$ cat config.mk
export PLATFORM = sky130hd
export DESIGN_NAME = counter_priority_scheduler_unit
export DESIGN_NICKNAME = d
export VERILOG_FILES = /design/src/sv/cps_pkg.sv /design/src/sv/counter_priority_scheduler_unit.sv /design/src/sv/cps_ucode_rom.sv /design/src/sv/cps_datapath.sv /design/src/sv/cps_sequencer.sv
export VERILOG_INCLUDE_DIRS = /design/src /design/src/sv
export SDC_FILE = /design/constraint.sdc
export NUM_CORES = 1
export LEC_CHECK = 0
export ABC_CLOCK_PERIOD_IN_PS = 3900
export BUFFER_PORTS_ARGS = -buffer_cell sky130_fd_sc_hd__buf_2
export CAP_MARGIN = 20
export CELL_PAD_IN_SITES_DETAIL_PLACEMENT = 1
export CELL_PAD_IN_SITES_GLOBAL_PLACEMENT = 1
export CORE_ASPECT_RATIO = 1.25
export CORE_UTILIZATION = 36
export CTS_CLUSTER_DIAMETER = 150
export CTS_CLUSTER_SIZE = 14
export DETAILED_ROUTE_END_ITERATION = 6
export PLACE_DENSITY_LB_ADDON = 0.1
export SLEW_MARGIN = 20
export SYNTH_ARGS = -nofsm -noshare
export SYNTH_HDL_FRONTEND = slang
export SYNTH_HIERARCHICAL = 1
export SYNTH_SLANG_ARGS = --single-unit
$ cat constraint.sdc
create_clock -name clk -period 3.9 [get_ports clk]
set_input_delay 0.39 -clock clk [delete_from_list [all_inputs] [get_ports clk]]
set_output_delay 0.39 -clock clk [all_outputs]
set_load 0.05 [all_outputs]
$ cat src/sv/counter_priority_scheduler_unit_assert.svh
// Assertion macros for the counter priority scheduler.
`ifndef COUNTER_PRIORITY_SCHEDULER_UNIT_ASSERT_SVH
`define COUNTER_PRIORITY_SCHEDULER_UNIT_ASSERT_SVH

// Checked at every clock edge except while reset is applied.
`define CPS_ASSERT(lbl, prop, msg) \
  lbl: assert property (@(posedge clk) disable iff (rst) prop) else $error(msg);

// Checked at every clock edge, reset included.
`define CPS_ASSERT_ALWAYS(lbl, prop, msg) \
  lbl: assert property (@(posedge clk) prop) else $error(msg);

`endif

$ cat src/sv/cps_pkg.sv
// Shared types and constants of the counter priority scheduler.
`default_nettype none

package cps_pkg;

  localparam int MAX_TASKS_DEF  = 16;
  localparam int SLICE_BITS_DEF = 8;

  localparam int PRIO_W      = 8;
  localparam int TASK_OUT_W  = 4;
  localparam int SLICE_OUT_W = 8;

  localparam int UPC_W = 5;

  // program entry points
  localparam logic [UPC_W-1:0] UPC_TICK = 5'd0;
  localparam logic [UPC_W-1:0] UPC_ADD  = 5'd15;

  typedef enum logic [1:0] {
    ADDR_RUN = 2'd0,
    ADDR_IDX = 2'd1,
    ADDR_CNT = 2'd2
  } addr_sel_t;

  typedef enum logic [1:0] {
    CWR_NONE = 2'd0,
    CWR_ZERO = 2'd1,
    CWR_DEC  = 2'd2,
    CWR_PRIO = 2'd3
  } cnt_wr_t;

  typedef enum logic [1:0] {
    IDX_HOLD = 2'd0,
    IDX_ONE  = 2'd1,
    IDX_INC  = 2'd2
  } idx_op_t;

  typedef enum logic [1:0] {
    BEST_HOLD  = 2'd0,
    BEST_CLEAR = 2'd1,
    BEST_CMP   = 2'd2
  } best_op_t;

  typedef enum logic [2:0] {
    RES_NONE  = 3'd0,
    RES_KEEP  = 3'd1,
    RES_ADD   = 3'd2,
    RES_FULL  = 3'd3,
    RES_SCHED = 3'd4
  } res_op_t;

  typedef enum logic [2:0] {
    J_NONE    = 3'd0,
    J_ALWAYS  = 3'd1,
    J_RD_ZERO = 3'd2,
    J_RD_ONE  = 3'd3,
    J_IDX_GE  = 3'd4,
    J_BEST_NZ = 3'd5,
    J_FULL    = 3'd6
  } jmp_t;

  typedef struct packed {
    addr_sel_t        addr;
    logic             cnt_rd;
    logic             prio_rd;
    cnt_wr_t          cnt_wr;
    logic             prio_wr;
    logic             count_inc;
    idx_op_t          idx_op;
    best_op_t         best_op;
    res_op_t          res;
    jmp_t             jmp;
    logic [UPC_W-1:0] target;
    logic             last;
  } ctrl_t;

  typedef struct packed {
    logic rd_zero;
    logic rd_one;
    logic idx_ge;
    logic best_nz;
    logic full;
  } stat_t;

endpackage

`default_nettype wire

$ cat src/sv/counter_priority_scheduler_unit.sv
// Top level of the counter priority scheduler: sequencer plus datapath.
// Programs: add task; tick without reschedule; tick picked on the first pass; tick with reload.
// A tick on which the running counter runs out also takes the decrement step before the pick.
// Throughput: one item at a time; busy drops as done rises, so the next item may enter
// at the edge that takes the result. The receiver cannot stall.
// Sync reset: one task (idle) in table, idle running, no result pending.
`default_nettype none
`include "counter_priority_scheduler_unit_assert.svh"

module counter_priority_scheduler_unit #(
  parameter int MAX_TASKS  = cps_pkg::MAX_TASKS_DEF,
  parameter int SLICE_BITS = cps_pkg::SLICE_BITS_DEF
) (
  input  wire logic                              clk,
  input  wire logic                              rst,
  input  wire logic                              start,
  output logic                                   busy,
  input  wire logic                              cmd,
  input  wire logic [cps_pkg::PRIO_W-1:0]        new_priority,
  output logic                                   done,
  output logic [cps_pkg::TASK_OUT_W-1:0]         running_task,
  output logic [cps_pkg::SLICE_OUT_W-1:0]        remaining_slice,
  output logic                                   switched,
  output logic [cps_pkg::TASK_OUT_W-1:0]         added_task,
  output logic                                   table_full
);
  import cps_pkg::*;

  // An item enters when start is seen while the program is not running.
  logic  accept;
  ctrl_t ctrl;
  stat_t stat;

  assign accept = start && !busy;

  // Sequencer walks the microcode; the control word is gated to a no-op
  // whenever no program is running.
  cps_sequencer u_seq (
    .clk    (clk),
    .rst    (rst),
    .accept (accept),
    .cmd    (cmd),
    .stat   (stat),
    .ctrl   (ctrl),
    .busy   (busy)
  );

  // Datapath holds the counter and priority tables. Counters of slots past
  // the fill count are never used, and the idle slot reads as zero, so the
  // counter table needs no clearing pass after reset.
  cps_datapath #(
    .MAX_TASKS  (MAX_TASKS),
    .SLICE_BITS (SLICE_BITS)
  ) u_dp (
    .clk             (clk),
    .rst             (rst),
    .accept          (accept),
    .new_priority    (new_priority),
    .ctrl            (ctrl),
    .stat            (stat),
    .done            (done),
    .running_task    (running_task),
    .remaining_slice (remaining_slice),
    .switched        (switched),
    .added_task      (added_task),
    .table_full      (table_full)
  );

  // Accepted item starts the program.
  `CPS_ASSERT(a_accept_busy, accept |=> busy, "accepted item did not start the program")
  // A result comes only after the program has ended.
  `CPS_ASSERT(a_done_idle, done |-> !busy, "result strobed while program still running")
  // Switch only on a tick, never together with add results.
  `CPS_ASSERT(a_switch_tick, (done && switched) |-> (!table_full && (added_task == '0)), "switch reported on an add item")
  // Reset leaves nothing running and nothing pending.
  `CPS_ASSERT_ALWAYS(a_reset_clear, $past(rst) |-> (!busy && !done), "sequencer not idle after reset")

endmodule

`default_nettype wire

$ cat src/sv/cps_ucode_rom.sv
// Microcode ROM: one control word per program step.
`default_nettype none

module cps_ucode_rom (
  input  wire logic [cps_pkg::UPC_W-1:0] upc,
  output cps_pkg::ctrl_t                 word
);
  import cps_pkg::*;

  // tick: fetch running counter, decrement
  localparam logic [UPC_W-1:0] T_RD    = 5'd0;
  localparam logic [UPC_W-1:0] T_CHK   = 5'd1;
  localparam logic [UPC_W-1:0] T_DEC   = 5'd2;
  localparam logic [UPC_W-1:0] T_KEEP  = 5'd3;
  // first pick pass
  localparam logic [UPC_W-1:0] P1_INIT = 5'd4;
  localparam logic [UPC_W-1:0] P1_TEST = 5'd5;
  localparam logic [UPC_W-1:0] P1_CMP  = 5'd6;
  localparam logic [UPC_W-1:0] P1_END  = 5'd7;
  // reload pass
  localparam logic [UPC_W-1:0] R_INIT  = 5'd8;
  localparam logic [UPC_W-1:0] R_TEST  = 5'd9;
  localparam logic [UPC_W-1:0] R_WR    = 5'd10;
  // second pick pass
  localparam logic [UPC_W-1:0] P2_INIT = 5'd11;
  localparam logic [UPC_W-1:0] P2_TEST = 5'd12;
  localparam logic [UPC_W-1:0] P2_CMP  = 5'd13;
  localparam logic [UPC_W-1:0] COMMIT  = 5'd14;
  // add task
  localparam logic [UPC_W-1:0] A_RD    = 5'd15;
  localparam logic [UPC_W-1:0] A_WR    = 5'd16;
  localparam logic [UPC_W-1:0] A_FULL  = 5'd17;

  always_comb begin
    word = '0;
    unique case (upc)
      T_RD: begin
        word.addr   = ADDR_RUN;
        word.cnt_rd = 1'b1;
      end
      T_CHK: begin
        word.jmp    = J_RD_ZERO;
        word.target = P1_INIT;
      end
      T_DEC: begin
        word.addr   = ADDR_RUN;
        word.cnt_wr = CWR_DEC;
        word.jmp    = J_RD_ONE;
        word.target = P1_INIT;
      end
      T_KEEP: begin
        word.res  = RES_KEEP;
        word.last = 1'b1;
      end
      P1_INIT: begin
        word.idx_op  = IDX_ONE;
        word.best_op = BEST_CLEAR;
      end
      P1_TEST: begin
        word.addr   = ADDR_IDX;
        word.cnt_rd = 1'b1;
        word.jmp    = J_IDX_GE;
        word.target = P1_END;
      end
      P1_CMP: begin
        word.best_op = BEST_CMP;
        word.idx_op  = IDX_INC;
        word.jmp     = J_ALWAYS;
        word.target  = P1_TEST;
      end
      P1_END: begin
        word.jmp    = J_BEST_NZ;
        word.target = COMMIT;
      end
      R_INIT: begin
        word.idx_op = IDX_ONE;
      end
      R_TEST: begin
        word.addr    = ADDR_IDX;
        word.prio_rd = 1'b1;
        word.jmp     = J_IDX_GE;
        word.target  = P2_INIT;
      end
      R_WR: begin
        word.addr   = ADDR_IDX;
        word.cnt_wr = CWR_PRIO;
        word.idx_op = IDX_INC;
        word.jmp    = J_ALWAYS;
        word.target = R_TEST;
      end
      P2_INIT: begin
        word.idx_op  = IDX_ONE;
        word.best_op = BEST_CLEAR;
      end
      P2_TEST: begin
        word.addr   = ADDR_IDX;
        word.cnt_rd = 1'b1;
        word.jmp    = J_IDX_GE;
        word.target = COMMIT;
      end
      P2_CMP: begin
        word.best_op = BEST_CMP;
        word.idx_op  = IDX_INC;
        word.jmp     = J_ALWAYS;
        word.target  = P2_TEST;
      end
      COMMIT: begin
        word.res  = RES_SCHED;
        word.last = 1'b1;
      end
      A_RD: begin
        word.addr   = ADDR_RUN;
        word.cnt_rd = 1'b1;
        word.jmp    = J_FULL;
        word.target = A_FULL;
      end
      A_WR: begin
        word.addr      = ADDR_CNT;
        word.cnt_wr    = CWR_ZERO;
        word.prio_wr   = 1'b1;
        word.count_inc = 1'b1;
        word.res       = RES_ADD;
        word.last      = 1'b1;
      end
      A_FULL: begin
        word.res  = RES_FULL;
        word.last = 1'b1;
      end
      default: begin
        // unused step: end the program
        word.last = 1'b1;
      end
    endcase
  end

endmodule

`default_nettype wire

$ cat src/sv/cps_datapath.sv
// Datapath: task tables, scan registers and result registers.
`default_nettype none

module cps_datapath #(
  parameter int MAX_TASKS  = cps_pkg::MAX_TASKS_DEF,
  parameter int SLICE_BITS = cps_pkg::SLICE_BITS_DEF
) (
  input  wire logic                           clk,
  input  wire logic                           rst,
  input  wire logic                           accept,
  input  wire logic [cps_pkg::PRIO_W-1:0]     new_priority,
  input  wire cps_pkg::ctrl_t                 ctrl,
  output cps_pkg::stat_t                      stat,
  output logic                                done,
  output logic [cps_pkg::TASK_OUT_W-1:0]      running_task,
  output logic [cps_pkg::SLICE_OUT_W-1:0]     remaining_slice,
  output logic                                switched,
  output logic [cps_pkg::TASK_OUT_W-1:0]      added_task,
  output logic                                table_full
);
  import cps_pkg::*;

  localparam int IDX_W = (MAX_TASKS > 1) ? $clog2(MAX_TASKS) : 1;
  localparam int CNT_W = $clog2(MAX_TASKS + 1);

  logic [SLICE_BITS-1:0] cnt_mem  [MAX_TASKS];
  logic [PRIO_W-1:0]     prio_mem [MAX_TASKS];

  logic [PRIO_W-1:0]     prio_in;
  logic [CNT_W-1:0]      count;
  logic [IDX_W-1:0]      run;
  logic [CNT_W-1:0]      idx;
  logic [IDX_W-1:0]      best;
  logic [SLICE_BITS-1:0] best_cnt;
  logic [SLICE_BITS-1:0] cnt_q;
  logic                  cnt_q_idle;
  logic [PRIO_W-1:0]     prio_q;

  logic [IDX_W-1:0]      addr;
  logic [SLICE_BITS-1:0] rd_data;
  logic [SLICE_BITS-1:0] dec_data;
  logic [SLICE_BITS-1:0] cnt_wdata;

  always_comb begin
    unique case (ctrl.addr)
      ADDR_RUN: addr = run;
      ADDR_IDX: addr = idx[IDX_W-1:0];
      ADDR_CNT: addr = count[IDX_W-1:0];
      default:  addr = run;
    endcase
  end

  // idle slot always reads as zero; used user slots were written on add
  assign rd_data  = cnt_q_idle ? '0 : cnt_q;
  assign dec_data = rd_data - SLICE_BITS'(1);

  always_comb begin
    unique case (ctrl.cnt_wr)
      CWR_ZERO: cnt_wdata = '0;
      CWR_DEC:  cnt_wdata = dec_data;
      CWR_PRIO: cnt_wdata = SLICE_BITS'(prio_q);
      default:  cnt_wdata = '0;
    endcase
  end

  always_ff @(posedge clk) begin
    if (ctrl.cnt_wr != CWR_NONE) begin
      cnt_mem[addr] <= cnt_wdata;
    end
    if (ctrl.cnt_rd) begin
      cnt_q      <= cnt_mem[addr];
      cnt_q_idle <= (addr == '0);
    end
  end

  always_ff @(posedge clk) begin
    if (ctrl.prio_wr) begin
      prio_mem[addr] <= prio_in;
    end
    if (ctrl.prio_rd) begin
      prio_q <= prio_mem[addr];
    end
  end

  always_comb begin
    stat.rd_zero = (rd_data == '0);
    stat.rd_one  = (rd_data == SLICE_BITS'(1));
    stat.idx_ge  = (idx >= count);
    stat.best_nz = (best_cnt != '0);
    stat.full    = (count >= CNT_W'(MAX_TASKS));
  end

  always_ff @(posedge clk) begin
    if (accept) begin
      prio_in <= new_priority;
    end
    unique case (ctrl.idx_op)
      IDX_ONE:  idx <= CNT_W'(1);
      IDX_INC:  idx <= idx + CNT_W'(1);
      default:  idx <= idx;
    endcase
    unique case (ctrl.best_op)
      BEST_CLEAR: begin
        best     <= '0;
        best_cnt <= '0;
      end
      BEST_CMP: begin
        // strict compare: lowest index keeps ties
        if (rd_data > best_cnt) begin
          best     <= idx[IDX_W-1:0];
          best_cnt <= rd_data;
        end
      end
      default: begin
        best     <= best;
        best_cnt <= best_cnt;
      end
    endcase
  end

  always_ff @(posedge clk) begin
    if (rst) begin
      count <= CNT_W'(1);
      run   <= '0;
      done  <= 1'b0;
    end else begin
      if (ctrl.count_inc) begin
        count <= count + CNT_W'(1);
      end
      if (ctrl.res == RES_SCHED) begin
        run <= best;
      end
      done <= (ctrl.res != RES_NONE);
    end
  end

  always_ff @(posedge clk) begin
    unique case (ctrl.res)
      RES_KEEP: begin
        running_task    <= TASK_OUT_W'(run);
        remaining_slice <= SLICE_OUT_W'(dec_data);
        switched        <= 1'b0;
        added_task      <= '0;
        table_full      <= 1'b0;
      end
      RES_ADD: begin
        running_task    <= TASK_OUT_W'(run);
        remaining_slice <= SLICE_OUT_W'(rd_data);
        switched        <= 1'b0;
        added_task      <= TASK_OUT_W'(count);
        table_full      <= 1'b0;
      end
      RES_FULL: begin
        running_task    <= TASK_OUT_W'(run);
        remaining_slice <= SLICE_OUT_W'(rd_data);
        switched        <= 1'b0;
        added_task      <= '0;
        table_full      <= 1'b1;
      end
      RES_SCHED: begin
        running_task    <= TASK_OUT_W'(best);
        remaining_slice <= SLICE_OUT_W'(best_cnt);
        switched        <= (best != run);
        added_task      <= '0;
        table_full      <= 1'b0;
      end
      default: begin
        running_task    <= running_task;
        remaining_slice <= remaining_slice;
        switched        <= switched;
        added_task      <= added_task;
        table_full      <= table_full;
      end
    endcase
  end

endmodule

`default_nettype wire

$ cat src/sv/cps_sequencer.sv
// Sequencer: step counter, busy flag and conditional jumps over the ROM.
`default_nettype none

module cps_sequencer (
  input  wire logic  clk,
  input  wire logic  rst,
  input  wire logic  accept,
  input  wire logic  cmd,
  input  wire cps_pkg::stat_t stat,
  output cps_pkg::ctrl_t ctrl,
  output logic       busy
);
  import cps_pkg::*;

  logic [UPC_W-1:0] upc;
  logic [UPC_W-1:0] upc_next;
  logic             busy_next;
  ctrl_t            word;
  logic             take;

  cps_ucode_rom u_rom (
    .upc  (upc),
    .word (word)
  );

  // all-zero word is a no-op
  assign ctrl = busy ? word : '0;

  always_comb begin
    unique case (word.jmp)
      J_NONE:    take = 1'b0;
      J_ALWAYS:  take = 1'b1;
      J_RD_ZERO: take = stat.rd_zero;
      J_RD_ONE:  take = stat.rd_one;
      J_IDX_GE:  take = stat.idx_ge;
      J_BEST_NZ: take = stat.best_nz;
      J_FULL:    take = stat.full;
      default:   take = 1'b0;
    endcase
  end

  always_comb begin
    upc_next  = upc;
    busy_next = busy;
    if (accept) begin
      upc_next  = cmd ? UPC_ADD : UPC_TICK;
      busy_next = 1'b1;
    end else if (busy) begin
      upc_next  = take ? word.target : upc + UPC_W'(1);
      busy_next = !word.last;
    end
  end

  always_ff @(posedge clk) begin
    if (rst) begin
      upc  <= UPC_TICK;
      busy <= 1'b0;
    end else begin
      upc  <= upc_next;
      busy <= busy_next;
    end
  end

endmodule

`default_nettype wire
==> results of run 1 <==
sequential cells by signal, indices dropped and copies added, names as in the netlist, 4 cells and up:
signal / count
u_dp/running_task: 4
u_dp/cnt_mem: 128
u_dp/best: 4
u_dp/prio_mem: 128
u_dp/cnt_q: 8
u_dp/prio_q: 8
u_dp/prio_in: 8
u_dp/added_task: 4
u_seq/upc: 5
u_dp/best_cnt: 8
u_dp/run: 4
u_dp/remaining_slice: 8
u_dp/idx: 5
u_dp/count: 5
metrics by stage:
| step | util [%] | instance area [sq um] | instances | power [uW] | worst slack, ps |
|---|---|---|---|---|---|
| finish | 41.54 | 16750 | 1918 | 6783 | 292.0 |
| global route | 41.54 | 16750 | 1918 | 7006 | 42.64 |
| CTS | 41.53 | 16750 | 1918 | 6867 | 278.0 |
| detailed placement | 39.40 | 15890 | 1861 | 4282 | 295.2 |
| global placement | 39.40 | 15890 | 1861 | 4278 | 408.7 |
| floorplan | - | 14840 | 1287 | 4189 | 197.2 |
routing by layer:
layer  share of wire (%)  global-route usage (%)  vias to the layer above
li1                    -                       -                     4727
met3                 3.5                   2.322                       55
met5                   0                       0                        -
met4                 3.2                   6.901                        0
met2                  50                   34.99                      170
met1                  44                   26.19                     4995
report_power, final:
| part | switching, uW | leakage (uW) | internal, uW |
|---|---|---|---|
| clock | 1240 | 0.000370 | 1340 |
| sequential | 53.2 | 0.00296 | 3910 |
| combinational | 157 | 0.00243 | 84.2 |
path summary, 6_finish.rpt:
check | start | endpoint | depth (start not counted)
setup / recovery | u_seq/upc[3] | u_dp/cnt_q[3] | 13
hold reg to reg | u_dp/count[4] | u_dp/count[4] | 3
hold / removal | rst | u_seq/busy | 2
setup reg to reg | u_seq/upc[3] | u_dp/cnt_q[3] | 13
repair_timing:
action | 4_1_cts | 5_1_grt
buffers inserted | 0 | 0
setup endpoints to repair | 0 | 8
gates resized for setup | 0 | 1
hold endpoints to repair | 8 | 0
hold buffers | 8 | 0
final cells by class:
type                    count  area (sq um)
clock buffers              49         779.5
inverters                  27         101.3
repair buffers            111         825.8
fillers                  4358         23570
well taps                 546         683.2
flip-flops and latches    332          9809
multi-input cells         853          4551
==> flow_metrics.py, run 1 <==
metrics = {
    "placed_design": {
        "place.detailed.hpwl_mm": 28.55,
        "globalplace.congestion": 0.8540,
        "port_buffers": 31,
    },
    "global_route": {
        "grt_max_degree": 48,
        "grtUsageTotal_pct": 20.26,
        "grt_antenna_before_repair": 0,
        "grt_pass1_vias": 10420,
        "grt_pass1_wl_mm": 63.91,
        "overflow": 0,
    },
    "clocking": {
        "clkLatencyLatePin_ps": 560,
        "cts.clk_slew.worst_paths_ps": 70,
        "clk_path_buf_depth": 3,
        "cts_sinks": 332,
        "cts_tree": "done",
        "cts_buffers": 27,
        "cts.htree.levels": 1,
        "clockRootBuffer": "clkbuf_16",
    },
    "synthesis": {
        "syn_nets": 1320,
        "avgSynthCellArea_sq_um": 11.53,
        "netlist_area_sq_um": 14840,
        "yosysWarnings": 6,
        "syn-instance-count": 1287,
    },
    "critical_path": {
        "rrSetupSlack_ps": 290,
        "crit_buf_inv": 4,
        "cp_slowest_cell": "o21a_2",
        "cp_top_family": "compound AO/OA/AOI/OAI gates",
        "path_max_fanout": 26,
        "critPathRequiredTime_ps": 4190,
        "cp-start-kind": "flop",
        "worstSetupEndpointType": "flop",
        "crit_path_cell_trace": "and2b_2 -> nand3b_1 -> a31oi_1 -> and2_1 -> inv_1 -> ha_1 -> buf_4 -> o21a_2 -> buf_12 -> buf_4 -> a21oi_1 -> o21ai_0 -> nand4_1",
        "slowest_delay_ps": 450,
        "critPathArrivalTime_ps": 3890,
        "crit_top_cell": "buf_4",
        "worst-setup-path-type": "reg -> reg",
    },
    "floorplanning": {
        "rows": 82,
        "die_y_um": 229,
        "initial_core_util_pct": 36.81,
        "io_pins": 32,
        "dieArea_sq_um": 42040,
        "chipWidth_um": 183.6,
        "core_sq_um": 40320,
    },
    "routing": {
        "wl_per_cell_um": 21.77,
        "via_count": 9947,
        "viasPerCell": 5.186,
        "drt-total-wl_mm": 41.76,
        "drt_pre_antenna_iters": 4,
        "first_iter_violations": 656,
        "ant_nets": 0,
        "drc": 0,
    },
    "sta": {
        "worst_clock_skew_ps": 18.02,
        "timing.fmax_mhz": 277.2,
        "slew-limit-headroom_pct": 35.83,
        "hold_viol": 0,
        "timing.final.crit_share_pct": 92.51,
        "tns_ps": 0,
        "worstMarginPinSlew_ps": 962.6,
        "setup_viol": 0,
        "post-route-min-period_ps": 3608,
        "rsz0062_at_grt": "false",
        "drv_slew": 0,
        "timing.hold.ws_ps": 238.3,
    },
    "finish": {
        "final_layout_size_suffix_gt1_share_pct": 11.59,
        "diodes": 0,
        "syn_to_final_growth_pct": 12.87,
        "fin_nets": 1385,
        "most-common-layout-cells": "edfxtp_1, nand2_1, a21oi_1, buf_4, nor2_1",
        "final_common_cell": "edfxtp_1",
    },
    "flow_run": {
        "max-cap-violations": 0,
    },
    "power": {
        "p_leak_uw": 0.005762,
        "peakVddDrop_mv": 0.2691,
        "power.density_nw_per_um2": 405.0,
    },
    "hold_path": {
        "min_path_type": "in -> reg",
    },
    "outcome": {
        "outcome": "finished clean",
    },
}
(Power assumes the default switching activity.)
==> run 2: changes to the inputs <==
- BUFFER_PORTS_ARGS: -buffer_cell sky130_fd_sc_hd__buf_2 -> -buffer_cell sky130_fd_sc_hd__buf_4
==> run 2 against run 1 <==
Compared with the run above: clock-buffer cell count unchanged; clock skew decreased by 4.0 ps; combinational power increased by 4%; sequential power about the same; highest routed layer unchanged; utilization increased by 0.24 points; worst setup slack improved by 92 ps; largest power group unchanged; first-iteration DRC count decreased by 4.4%; critical path type unchanged; critical endpoint is now u_dp/prio_q[7].
==> flow_metrics.py, run 2 (synthesis results as in run 1) <==
metrics = {
    "power": {
        "peakVddDrop_mv": 0.3423,
        "p_leak_uw": 0.005805,
        "power.density_nw_per_um2": 403.3,
    },
    "clocking": {
        "cts_tree": "done",
        "clockRootBuffer": "clkbuf_16",
        "clkLatencyLatePin_ps": 560,
        "cts_sinks": 332,
        "cts.clk_slew.worst_paths_ps": 70,
        "cts.htree.levels": 1,
        "clk_path_buf_depth": 3,
        "cts_buffers": 27,
    },
    "finish": {
        "diodes": 0,
        "final_common_cell": "edfxtp_1",
        "most-common-layout-cells": "edfxtp_1, nand2_1, a21oi_1, buf_4, nor2_1",
        "final_layout_size_suffix_gt1_share_pct": 11.81,
        "reg_top3": "u_dp/cnt_mem x128, u_dp/prio_mem x128",
        "syn_to_final_growth_pct": 13.52,
        "fin_nets": 1385,
    },
    "sta": {
        "worst_clock_skew_ps": 14.04,
        "timing.fmax_mhz": 284.4,
        "rsz0062_at_grt": "false",
        "timing.final.crit_share_pct": 90.16,
        "setup_viol": 0,
        "worst_slack_ps": 383.6,
        "drv_slew": 0,
        "worstMarginPinSlew_ps": 927.7,
        "hold_viol": 0,
        "tns_ps": 0,
        "post-route-min-period_ps": 3516,
        "slew-limit-headroom_pct": 38.15,
    },
    "global_route": {
        "top_usage_layer": "met2",
        "use_met3_pct": 2.274,
        "grt_pass1_wl_mm": 65.00,
        "grt_antenna_before_repair": 0,
        "grt_pass1_vias": 10451,
        "grt_max_degree": 36,
        "use_met1_pct": 26.70,
        "grtUsageTotal_pct": 20.58,
        "grtUsageMet2_pct": 35.96,
        "overflow": 0,
    },
    "routing": {
        "drt-total-wl_mm": 42.09,
        "drc": 0,
        "first_iter_violations": 627,
        "wl_per_cell_um": 21.94,
        "ant_nets": 0,
        "drt_pre_antenna_iters": 5,
        "viasPerCell": 5.211,
        "via_count": 9995,
    },
    "floorplanning": {
        "core_sq_um": 40320,
        "die_y_um": 229,
        "chipWidth_um": 183.6,
        "initial_core_util_pct": 36.81,
        "rows": 82,
        "dieArea_sq_um": 42040,
        "io_pins": 32,
    },
    "critical_path": {
        "cp-start-kind": "flop",
        "worst-setup-path-type": "reg -> reg",
        "path_max_fanout": 25,
        "worstSetupEndpointType": "flop",
        "critPathArrivalTime_ps": 3800,
        "critPathRequiredTime_ps": 4190,
    },
    "outcome": {
        "outcome": "finished clean",
    },
    "placed_design": {
        "globalplace.congestion": 0.8542,
        "port_buffers": 31,
        "place.detailed.hpwl_mm": 28.81,
        "dp_slack_ps": 84.29,
    },
    "hold_path": {
        "min_path_type": "in -> reg",
    },
    "flow_run": {
        "max-cap-violations": 0,
    },
}
run 2: changes by cell type in the layout (fill, tap and decap cells not counted), moves of 2 or more:
cell / before / now
nor2_1: 65 / 63
nor2_2: 1 / 3
buf_4: 68 / 98
buf_2: 31 / 0
run 2: what timing repair did:
item | CTS | global route
buffers inserted | 0 | 0
hold endpoints to repair | 8 | 0
setup endpoints to repair | 0 | 26
resized for setup | 0 | 4
hold buffers | 8 | 0
run 2: worst max-delay path: stages (launching register included):
cell and delay (ps):
dfxtp_1 370, and2b_2 300, nand3b_1 150, a31oi_1 220, and2_1 170, inv_1 50, ha_2 480, nand2_1 170
o21a_4 270, buf_4 270, nand2_1 90, a21oi_1 60, o21ai_0 440, nand4_1 180
run 2: per-stage QoR:
step | utilization (%) | cell area (sq um) | power, uW | hold slack, ps | std cells
floorplan | - | 14840 | 4189 | 488.9 | 1287
global placement | 39.60 | 15970 | 4284 | 560.3 | 1861
detailed placement | 39.61 | 15970 | 4289 | 569.2 | 1861
CTS | 41.74 | 16830 | 6875 | 156.2 | 1918
global route | 41.78 | 16850 | 7014 | 179.2 | 1918
finish | 41.78 | 16850 | 6794 | 176.8 | 1918
run 2: power by group:
group | internal [uW] | switching, uW
sequential | 3910 | 50.4
clock | 1340 | 1240
combinational | 92.9 | 158
run 2: layer usage:
layer / vias to the layer above / wire [um]
met5: - / 0
met4: 0 / 1127
met3: 62 / 1356
met2: 167 / 21130
met1: 5049 / 18480
li1: 4717 / -
run 2: cell type report:
class | count | area [sq um]
fillers | 4358 | 23470
well taps | 546 | 683.2
clock buffers | 49 | 779.5
inverters | 27 | 101.3
multi-input cells | 853 | 4567
repair buffers | 111 | 907.1
flip-flops and latches | 332 | 9809
run 2: final timing paths:
check / end / slack, ps / cells after the start / start
hold reg to reg: u_dp/running_task[1] / 590 / 2 / u_dp/best[1]
setup reg to reg: u_dp/prio_q[7] / 380 / 13 / u_seq/upc[2]
setup / recovery: u_dp/prio_q[7] / 380 / 13 / u_seq/upc[2]
hold / removal: u_dp/count[2] / 180 / 2 / rst
